File: src/rtl/hkrd_pkg.sv
// hkrd_pkg: types and constants shared by the keyboard report diff block
// no dependencies; imported by every module under rtl
`timescale 1ns / 1ps

package hkrd_pkg;

  localparam int unsigned UsageW     = 8;
  localparam int unsigned ModBits    = 8;
  localparam int unsigned SlotCount  = 6;
  localparam int unsigned EventCount = ModBits + 2 * SlotCount;

  // bit positions of the release and press event groups inside a job mask; modifier events start at bit 0
  localparam int unsigned RelBase   = ModBits;
  localparam int unsigned PressBase = ModBits + SlotCount;

  localparam logic [UsageW-1:0] ModUsageBase = 8'hE0;

  typedef logic [SlotCount-1:0][UsageW-1:0] slots_t;

  typedef struct packed {
    logic [7:0] modifier_bits;
    logic [7:0] key_slot_0;
    logic [7:0] key_slot_1;
    logic [7:0] key_slot_2;
    logic [7:0] key_slot_3;
    logic [7:0] key_slot_4;
    logic [7:0] key_slot_5;
  } in_word_t;

  typedef struct packed {
    logic       is_press;
    logic [7:0] usage_code;
    logic       last_event;
  } out_word_t;

  // lane results for one report, lowest set mask bit is emitted first
  typedef struct packed {
    logic [EventCount-1:0]             mask;
    logic [EventCount-1:0]             press;
    logic [EventCount-1:0][UsageW-1:0] usage;
  } job_t;

endpackage

File: src/rtl/hid_keyboard_report_diff.sv
// hid_keyboard_report_diff: top level, boot keyboard report to key event words
// depends on hkrd_pkg, hkrd_lane, hkrd_serializer
`timescale 1ns / 1ps

// Takes one boot keyboard report word (modifier bitmap and six key slots) and
// emits one event word per changed key: modifier changes for bits 0 to 7 first
// (usage 0xE0 plus the bit), then releases of previous slots missing from the
// new report, then presses of new slots missing from the previous one, both in
// slot order. last_event marks the final word of a report; a report with no
// change gives no words. A report produces its words one per cycle while out_stall_i
// is low, up to 20 words, from the single output register of the merge stage. A new
// report is taken while the previous one is still being emitted: one report waits
// in the lane result register behind the one being serialized. The previous report
// is updated as each report is accepted and clears at reset.
module hid_keyboard_report_diff
  import hkrd_pkg::*;
(
  input  logic      clk_i,
  input  logic      rst_ni,
  input  logic      in_valid_i,
  output logic      in_stall_o,
  input  in_word_t  in_word_i,
  output logic      out_valid_o,
  input  logic      out_stall_i,
  output out_word_t out_word_o
);

  // previous report
  logic [ModBits-1:0] prior_mods_q;
  slots_t             prior_slots_q;

  // lane result register, one job waiting for the serializer
  job_t job_q, job_d;
  logic job_valid_q, job_valid_d;
  logic job_take;
  logic in_accept;

  slots_t               new_slots;
  logic [SlotCount-1:0] rel_hit, press_hit;

  assign new_slots[0] = in_word_i.key_slot_0;
  assign new_slots[1] = in_word_i.key_slot_1;
  assign new_slots[2] = in_word_i.key_slot_2;
  assign new_slots[3] = in_word_i.key_slot_3;
  assign new_slots[4] = in_word_i.key_slot_4;
  assign new_slots[5] = in_word_i.key_slot_5;

  // stall while a job waits and the serializer cannot take it this cycle
  assign in_stall_o = job_valid_q && !job_take;
  assign in_accept  = in_valid_i && !in_stall_o;

  // release lanes: each previous slot against the new report,
  // press lanes: each new slot against the previous report
  for (genvar g = 0; g < SlotCount; g++) begin : g_lane
    hkrd_lane u_rel (
      .usage_i (prior_slots_q[g]),
      .slots_i (new_slots),
      .hit_o   (rel_hit[g])
    );
    hkrd_lane u_press (
      .usage_i (new_slots[g]),
      .slots_i (prior_slots_q),
      .hit_o   (press_hit[g])
    );
  end

  // pack lane results in emission order
  always_comb begin
    job_d = '0;
    for (int i = 0; i < ModBits; i++) begin
      job_d.mask[i]  = prior_mods_q[i] ^ in_word_i.modifier_bits[i];
      job_d.press[i] = in_word_i.modifier_bits[i];
      job_d.usage[i] = ModUsageBase + UsageW'(i);
    end
    for (int i = 0; i < SlotCount; i++) begin
      job_d.mask[RelBase + i]    = rel_hit[i];
      job_d.press[RelBase + i]   = 1'b0;
      job_d.usage[RelBase + i]   = prior_slots_q[i];
      job_d.mask[PressBase + i]  = press_hit[i];
      job_d.press[PressBase + i] = 1'b1;
      job_d.usage[PressBase + i] = new_slots[i];
    end
  end

  always_comb begin
    job_valid_d = job_valid_q;
    if (in_accept) begin
      job_valid_d = 1'b1;
    end else if (job_take) begin
      job_valid_d = 1'b0;
    end
  end

  always_ff @(posedge clk_i or negedge rst_ni) begin
    if (!rst_ni) begin
      job_valid_q   <= 1'b0;
      prior_mods_q  <= '0;
      prior_slots_q <= '0;
    end else begin
      job_valid_q <= job_valid_d;
      if (in_accept) begin
        prior_mods_q  <= in_word_i.modifier_bits;
        prior_slots_q <= new_slots;
      end
    end
  end

  always_ff @(posedge clk_i) begin
    if (in_accept) begin
      job_q <= job_d;
    end
  end

  // merge stage: walks the job mask, one event word per cycle while the output is not stalled
  hkrd_serializer u_ser (
    .clk_i       (clk_i),
    .rst_ni      (rst_ni),
    .job_i       (job_q),
    .job_valid_i (job_valid_q),
    .job_take_o  (job_take),
    .out_valid_o (out_valid_o),
    .out_stall_i (out_stall_i),
    .out_word_o  (out_word_o)
  );

endmodule

File: src/rtl/hkrd_lane.sv
// hkrd_lane: one compare lane, flags a nonzero usage missing from a slot set
// depends on hkrd_pkg
`timescale 1ns / 1ps

module hkrd_lane
  import hkrd_pkg::*;
(
  input  logic [UsageW-1:0] usage_i,
  input  slots_t            slots_i,
  output logic              hit_o
);

  logic [SlotCount-1:0] match;

  always_comb begin
    for (int i = 0; i < SlotCount; i++) begin
      match[i] = (slots_i[i] == usage_i);
    end
  end

  assign hit_o = (usage_i != '0) && !(|match);

endmodule

File: src/rtl/hkrd_serializer.sv
// hkrd_serializer: merges lane results of one job into words, one per cycle while the output is not stalled
// depends on hkrd_pkg
`timescale 1ns / 1ps

module hkrd_serializer
  import hkrd_pkg::*;
(
  input  logic      clk_i,
  input  logic      rst_ni,
  input  job_t      job_i,
  input  logic      job_valid_i,
  output logic      job_take_o,
  output logic      out_valid_o,
  input  logic      out_stall_i,
  output out_word_t out_word_o
);

  logic [EventCount-1:0]             mask_q, mask_d;
  logic [EventCount-1:0]             press_q;
  logic [EventCount-1:0][UsageW-1:0] usage_q;
  logic                              out_valid_q, out_valid_d;
  out_word_t                         out_word_q;

  logic                  active, out_ready, fire, load;
  logic [EventCount-1:0] pick, rem;
  logic [UsageW-1:0]     pick_usage;

  assign active    = |mask_q;
  assign out_ready = !out_valid_q || !out_stall_i;
  assign fire      = active && out_ready;
  // lowest pending event
  assign pick      = mask_q & (~mask_q + 1'b1);
  assign rem       = mask_q & ~pick;
  assign load      = !active || (fire && (rem == '0));

  always_comb begin
    pick_usage = '0;
    for (int i = 0; i < EventCount; i++) begin
      pick_usage = pick_usage | (usage_q[i] & {UsageW{pick[i]}});
    end
  end

  always_comb begin
    mask_d = mask_q;
    if (load) begin
      mask_d = job_valid_i ? job_i.mask : '0;
    end else if (fire) begin
      mask_d = rem;
    end
  end

  always_comb begin
    out_valid_d = out_valid_q;
    if (fire) begin
      out_valid_d = 1'b1;
    end else if (out_ready) begin
      out_valid_d = 1'b0;
    end
  end

  always_ff @(posedge clk_i or negedge rst_ni) begin
    if (!rst_ni) begin
      mask_q      <= '0;
      out_valid_q <= 1'b0;
    end else begin
      mask_q      <= mask_d;
      out_valid_q <= out_valid_d;
    end
  end

  always_ff @(posedge clk_i) begin
    if (load && job_valid_i) begin
      press_q <= job_i.press;
      usage_q <= job_i.usage;
    end
    if (fire) begin
      out_word_q.is_press   <= |(press_q & pick);
      out_word_q.usage_code <= pick_usage;
      out_word_q.last_event <= (rem == '0);
    end
  end

  assign job_take_o  = load;
  assign out_valid_o = out_valid_q;
  assign out_word_o  = out_word_q;

endmodule
File: config.mk
export PLATFORM = sky130hd
export DESIGN_NAME = hid_keyboard_report_diff
export DESIGN_NICKNAME = d
export VERILOG_FILES = /design/src/rtl/hkrd_pkg.sv /design/src/rtl/hid_keyboard_report_diff.sv /design/src/rtl/hkrd_lane.sv /design/src/rtl/hkrd_serializer.sv
export SDC_FILE = /design/constraint.sdc
export NUM_CORES = 1
export LEC_CHECK = 0
export BUFFER_PORTS_ARGS = -buffer_cell sky130_fd_sc_hd__clkbuf_2
export CAP_MARGIN = 20
export CORE_MARGIN = 5
export CORE_UTILIZATION = 56
export CTS_CLUSTER_SIZE = 40
export DETAILED_ROUTE_END_ITERATION = 12
export HOLD_SLACK_MARGIN = 0.02
export PLACE_DENSITY_LB_ADDON = 0.08
export SYNTH_ARGS = -nofsm -noshare
export SYNTH_HDL_FRONTEND = slang
export SYNTH_SLANG_ARGS = --single-unit
File: constraint.sdc
create_clock -name clk_i -period 8.7 [get_ports clk_i]
set_clock_uncertainty 0.15 [all_clocks]
set_input_delay 2.175 -clock clk_i [delete_from_list [all_inputs] [get_ports clk_i]]
set_output_delay 2.175 -clock clk_i [all_outputs]
set_load 0.05 [all_outputs]
==> results of run 1 <==
-- cell families (layout without fill, tap and decap cells) --
| family | after synthesis | in the layout | synth area share |
|---|---|---|---|
| XOR/XNOR | 296 | 296 | 0.154 |
| buffers and inverters | 178 | 159 | 0.0461 |
| adder cells (fa/ha/maj) | 1 | 1 | 0.000595 |
| AND/OR/NAND/NOR | 462 | 462 | 0.154 |
| flip-flops | 316 | 316 | 0.541 |
| AO/OA/AOI/OAI | 232 | 232 | 0.105 |
-- through the flow --
step                 util  cell area (µm²)  total power [mW]  cells  worst slack (ns)
floorplan               -            16800              4.32   1485             0.619
global placement    0.576            17100              5.10   1789              2.67
detailed placement  0.578            17100              5.17   1791              2.67
CTS                 0.615            18200              6.57   1855              2.19
global route        0.615            18200              6.88   1856              1.89
finish              0.615            18200              6.55   1856              2.24
-- layout by cell type, fill, tap and decap left out, types with 4 or more instances in the layout --
master	netlist	final
nand4_1	96	96
clkbuf_16	0	35
o211ai_2	30	30
clkinv_4	0	4
o21ai_0	20	20
and3_1	5	5
nand3_1	61	61
buf_4	10	20
xor2_1	200	200
nand2_1	94	94
a222oi_1	8	8
edfxtp_1	238	238
o211ai_1	26	26
nor2b_1	60	57
a21oi_1	18	18
a22oi_1	15	15
o31ai_1	8	8
clkinv_2	0	5
xnor2_1	96	96
clkbuf_1	115	6
a221oi_1	6	6
dfrtp_1	78	78
clkinv_1	0	6
inv_1	4	4
nor2_1	29	29
clkbuf_2	0	69
nor4_2	4	4
o21ai_1	20	19
a31oi_1	56	56
nor3_1	11	11
nor4_1	78	78
-- layout make-up --
class / instances / area [µm²]
Tap cell: 390 / 488
Clock buffer: 41 / 898
Fill cell: 2401 / 11400
Sequential cell: 316 / 9100
Timing Repair Buffer: 91 / 534
Multi-Input combinational cell: 991 / 6990
Clock inverter: 23 / 196
Inverter: 4 / 15.0
-- worst max path at each step --
stage                    start  cells after the start               end
6_report       u_ser.mask_q[8]                      7        in_stall_o
3_3_place_gp       out_stall_i                      6        in_stall_o
5_1_grt        u_ser.mask_q[8]                      7        in_stall_o
3_5_place_dp       out_stall_i                      6        in_stall_o
4_1_cts        u_ser.mask_q[8]                      7        in_stall_o
2_1_floorplan      out_stall_i                      5  u_ser.press_q[0]
-- state kept, by name, indices dropped and copies added, names as in the netlist --
signal / flops
u_ser.out_word_o: 10
u_ser.usage_q: 96
u_ser.mask_q: 20
job_d: 48
prior_mods_q: 8
u_ser.out_valid_o: 1
job_valid_q: 1
u_ser.press_q: 8
job_q: 124
-- report_power, final --
part | internal (mW) | switching, mW | total [mW]
Clock | 0.786 | 0.613 | 1.40
Combinational | 0.823 | 1.79 | 2.61
Sequential | 2.15 | 0.390 | 2.54
Total | 3.76 | 2.79 | 6.55
-- worst max-delay path: cells and delay by family (launching register included) --
kind | cells | cell delay [ns]
flops | 1 | 0.59
buf+inv | 2 | 0.89
compound gates | 1 | 0.33
simple gates | 4 | 1.80
-- per-layer routing --
layer	track usage	routed length, µm	up-vias
met5	0	0	-
met4	0.119	2350	0
met3	0.0557	4710	172
met2	0.476	23800	625
met1	0.429	20900	6146
li1	-	-	5404
==> reports/qor.csv, run 1 <==
stage;metric;value;unit
timing;rsz0062_at_grt;false;
drt;wire_per_inst;27.9;µm
cts;cts.sinks;316;
logic_synthesis;synthFlopType;edfxtp_1;
logic_synthesis;synth_area_per_cell;11.3;µm²
setup_path;crit_path_cell_trace;nor4_1, nand3_1, nor4_4, nand2b_2, buf_4, a21oi_1, clkbuf_2;
drt;antenna_left;0;
job;max_cap_viol_count;0;
drt;drtIter0Drc;1366;
setup_path;start_kind;flop;
cts;cts_setup_buffers;0;
cts;postCtsHoldBufs;0;
timing;whs;0.262;ns
min_path;whs_endpoint;u_ser.usage_q[89];
setup_path;critical_path_arrival;4.13;ns
timing;maxSlewViolCount;0;
logic_synthesis;synth_nets;1545;
cts;cts_tree;done;
logic_synthesis;ys_seq_area_frac;0.541;
pwr;leakage;5.93;nW
timing;slew_headroom;0.238;
logic_synthesis;synth-edff-count;238;
logic_synthesis;ys.warnings.count;0;
floorplan;initial_core_util;0.568;
logic_synthesis;async_reset_ff_frac;0.247;
global_routing;grt_overflow_total;0;
global_routing;grt_first_pass_wirelength;76.7;mm
setup_path;critPathMaxFanout;57;
placement;hpwl;34.0;mm
timing;fin_crit_sh;0.742;
setup_path;ff2ff_path_depth;9;
logic_synthesis;synth_most_common_cell;edfxtp_1;
logic_synthesis;yosys-top-cells-count;edfxtp_1, xor2_1, clkbuf_1;
cts;cts_resized;0;
placement;port-buffer-count;71;
drt;first_pass_iters;5;
timing;hold_viol;0;
pwr;powerDensity;359;nW/µm²
floorplan;chipWidth;183;µm
timing;worst_pin_slew;1.14;ns
floorplan;design.die.area;33600;µm²
finish;drive_gt1_frac;0.133;
setup_path;critPathRequiredTime;6.38;ns
cts;cts_max_path_buffers;3;
setup_path;criticalPathCategory;flop to primary output;
drt;num_vias;12300;
floorplan;ioPinCount;72;
run_status;outcome;completed;
floorplan;die_y;183;µm
timing;setup_viol;0;
setup_path;critPathMaxStageDelay;0.70;ns
logic_synthesis;yosys.area.top_type;edfxtp_1;
placement;gp_congestion;0.922;
cts;h-tree-depth;2;
drt;drc;0;
setup_path;reg2reg_slack;3.58;ns
logic_synthesis;synth_top_cell_area_share;0.425;
global_routing;grt_pass1_vias;11800;
global_routing;antenna_found_initial;0;
logic_synthesis;synth_cell_types;65;
finish;finalNetCount;1499;
setup_path;endpoint_kind;primary output;
pwr;vdd_ir_drop_max;348;µV
floorplan;fp.coreArea;29600;µm²
drt;viasPerCell;6.65;
timing;fmax;0.155;GHz
timing;fin_tns_setup;0;ns
finish;antennaDiodeCount;0;
global_routing;grt_usage;0.305;
logic_synthesis;synthTopCellsByArea;edfxtp_1, dfrtp_1, xor2_1, xnor2_1, nand4_1;
global_routing;grt_max_degree;87;
setup_path;critPathSlowestCell;nor4_1;
floorplan;rows;63;
drt;wl;51.7;mm
setup_path;timing.rr.end;u_ser.usage_q[88];
min_path;min_path_type;flop to flop;
min_path;min_from;job_q[89];
cts;cts_root_buffer;clkbuf_16;
logic_synthesis;synthCells;1485;
setup_path;r2r-start;u_ser.mask_q[8];
finish;area_growth;8.27;%
logic_synthesis;synth_seq_cells;316;
min_path;whs_path_depth;0;
cts;cts_buffers;35;
cts;cts.reportedPaths.clkPinSlew;0.06;ns
cts;clock_latency;0.52;ns
timing;min_period;6.46;ns
logic_synthesis;synth_area;16800;µm²
(Power assumes the default switching activity.)
==> inputs of run 2 (changes only) <==
ABC_AREA = 1   (was not set)
CORE_UTILIZATION = 62   (was 56)
clock period = 6.7 ns   (was 8.7 ns; I/O delays follow)
==> reports/qor.csv, run 2 <==
stage;metric;value;unit;change
pwr;power;8.91;mW;+36%
timing;worst_pin_slew;1.12;ns;-0.0207 ns
cts;postCtsHoldBufs;0;;unchanged
run_status;outcome;completed;;
floorplan;initial_core_util;0.625;;+0.0572
timing;fin_crit_sh;0.675;;
setup_path;critPathRequiredTime;4.88;ns;-1.50 ns
cts;clock_latency;0.52;ns;about the same
global_routing;antenna_found_initial;2;;+2
floorplan;chipWidth;171;µm;-6.5%
logic_synthesis;synth_nets;1833;;+19%
cts;cts_buffers;34;;-2.9%
logic_synthesis;synth_area;16200;µm²;-4.0%
placement;dpl_worst_slack;2.13;ns;-0.536 ns
drt;viasPerCell;6.05;;-9.1%
finish;area_growth;8.65;%;
drt;wire_per_inst;23.6;µm;-16%
finish;instances_no_fill;2126;;+15%
floorplan;ioPinCount;72;;unchanged
drt;first_pass_iters;6;;+1
timing;setup_viol;0;;unchanged
timing;fmax;0.221;GHz;
global_routing;grt_pass1_vias;12200;;+3.9%
finish;final_cell_mix;nand2_1, edfxtp_1, inv_1, nand3_1, xnor2_1;;
finish;postLayoutCoreUtil;0.679;;+0.0643
logic_synthesis;async_reset_ff_frac;0.247;;unchanged
logic_synthesis;synthTopCellsByArea;edfxtp_1, nand2_1, dfrtp_1, xnor2_1, xor2_1;;
global_routing;grt_overflow_total;0;;unchanged
pwr;power_frac_comb;0.360;;-0.038
drt;wl;50.1;mm;-3.2%
cts;cts.reportedPaths.clkPinSlew;0.06;ns;about the same
finish;finalNetCount;1826;;+22%
placement;hpwl;35.5;mm;+4.3%
pwr;pwr-share-seq;0.441;;+0.053
cts;cts_root_buffer;clkbuf_16;;
global_routing;grt_usage;0.347;;+0.0419
logic_synthesis;synth_seq_cells;316;;unchanged
cts;cts_setup_buffers;0;;unchanged
setup_path;endpoint_kind;primary output;;
cts;cts_max_path_buffers;3;;unchanged
logic_synthesis;yosys-top-cells-count;nand2_1, edfxtp_1, inv_1;;
finish;drive_gt1_frac;0.0821;;-0.0509
setup_path;critical_path_arrival;2.70;ns;-1.43 ns
timing;fin_ws;2.18;ns;-0.0608 ns
job;max_cap_viol_count;0;;unchanged
floorplan;fp.coreArea;25800;µm²;-13%
pwr;p_switching;3.79;mW;+36%
drt;drtIter0Drc;1676;;+23%
setup_path;criticalPathCategory;flop to primary output;;
logic_synthesis;synthCells;1773;;+19%
floorplan;die_y;171;µm;-6.5%
placement;place_inst;2065;;+15%
drt;drc;0;;unchanged
logic_synthesis;synthFlopType;edfxtp_1;;
global_routing;grt_first_pass_wirelength;75.1;mm;-2.1%
cts;cts.sinks;316;;unchanged
logic_synthesis;ys.warnings.count;0;;unchanged
logic_synthesis;synth_cell_types;39;;-40%
pwr;vdd_ir_drop_max;312;µV;-10%
global_routing;grt_max_degree;82;;-5.7%
placement;gp_congestion;0.962;;+4.3%
cts;cts_tree;done;;
logic_synthesis;synth_area_per_cell;9.11;µm²;-20%
min_path;min_path_type;flop to flop;;
logic_synthesis;ys_seq_area_frac;0.563;;+0.0228
pwr;p_int;5.11;mW;+36%
timing;maxSlewViolCount;0;;unchanged
setup_path;start_kind;flop;;
logic_synthesis;synth_most_common_cell;nand2_1;;
finish;layout_commonest_cell;nand2_1;;
pwr;powerDensity;508;nW/µm²;+41%
drt;antenna_left;0;;unchanged
pwr;clkPwrFrac;0.199;;-0.015
pwr;leakage;7.49;nW;+26%
timing;fin_tns_setup;0;ns;unchanged
placement;port-buffer-count;71;;unchanged
timing;min_period;4.52;ns;
timing;hold_viol;0;;unchanged
timing;slew_headroom;0.252;;+0.0133
logic_synthesis;synth_top_cell_area_share;0.442;;+0.0179
setup_path;critPathMaxFanout;6;;-89%
finish;top_register;job_q;;
drt;num_vias;12900;;+4.1%
pwr;switching_share;0.426;;about the same
cts;cts_resized;0;;unchanged
logic_synthesis;yosys.area.top_type;edfxtp_1;;
timing;rsz0062_at_grt;false;;
finish;largest_register_ffs;124;;unchanged
cts;h-tree-depth;2;;unchanged
floorplan;rows;59;;-6.3%
logic_synthesis;synth-edff-count;238;;unchanged
floorplan;design.die.area;29400;µm²;-13%
## run 2: critical path: stages (launching register included)
cell and delay (ns):
dfrtp_1 0.44, nor2_1 0.26, nand2_1 0.16, nor2_4 0.22, nand2_1 0.09, nand2_1 0.09
nand3_1 0.09, nor2_1 0.19, nand4_1 0.15, nand3_2 0.12, inv_1 0.11, clkbuf_2 0.25
## run 2: power by group through the flow
stage	combinational (mW)	clock (mW)	sequential [mW]
floorplan	2.54	0	3.51
global placement	3.09	0	3.90
detailed placement	3.15	0	3.93
CTS	3.17	1.78	3.90
global route	3.52	1.89	3.99
finish	3.21	1.77	3.93
## run 2: layout make-up
class / count / area, µm²
antenna: 1 / 2.50
multi-input combinational: 1192 / 6020
timing repair buffer: 78 / 410
clock inverter: 15 / 125
tap: 335 / 419
inverter: 144 / 546
clock buffer: 45 / 923
fill: 2027 / 8290
sequential: 316 / 9100
## run 2: per-layer routing
| metal | vias to the layer above | wire length, µm | share of wire | GRT usage |
|---|---|---|---|---|
| li1 | 5834 | - | - | - |
| met1 | 6066 | 19100 | 0.38 | 0.473 |
| met2 | 782 | 23000 | 0.46 | 0.540 |
| met3 | 169 | 4850 | 0.097 | 0.0558 |
| met4 | 2 | 3170 | 0.063 | 0.188 |
| met5 | - | 13 | 0.00026 | 0 |
## run 2: logic make-up after synthesis
group | Yosys count | share of synthesized area
AOI/OAI and AO/OA | 66 | 0.0257
xor gates and xnor gates | 162 | 0.0878
buffers and inverters | 265 | 0.0639
DFF | 316 | 0.563
and+or+nand+nor | 964 | 0.259
## run 2: path summary, 6_finish.rpt
path,startpoint,endpoint,slack (ns),depth (start not counted)
worst max-delay path,u_ser.mask_q[4],in_stall_o,2.18,11
worst min-delay path,job_q[104],u_ser.usage_q[104],0.25,0
worst max register to register,u_ser.mask_q[4],job_q[195],2.47,13
worst min register to register,job_q[104],u_ser.usage_q[104],0.25,0
max in group asynchronous,rst_ni,job_d[91],4.26,2
min in group asynchronous,rst_ni,u_ser.mask_q[15],0.85,1
## run 2: per-stage QoR
step / hold WS, ns / instance area, µm²
after floorplan: 0.250 / 16200
after global placement: 0.250 / 16500
after detailed placement: 0.255 / 16500
after CTS: 0.250 / 17500
after global routing: 0.246 / 17500
final: 0.250 / 17500
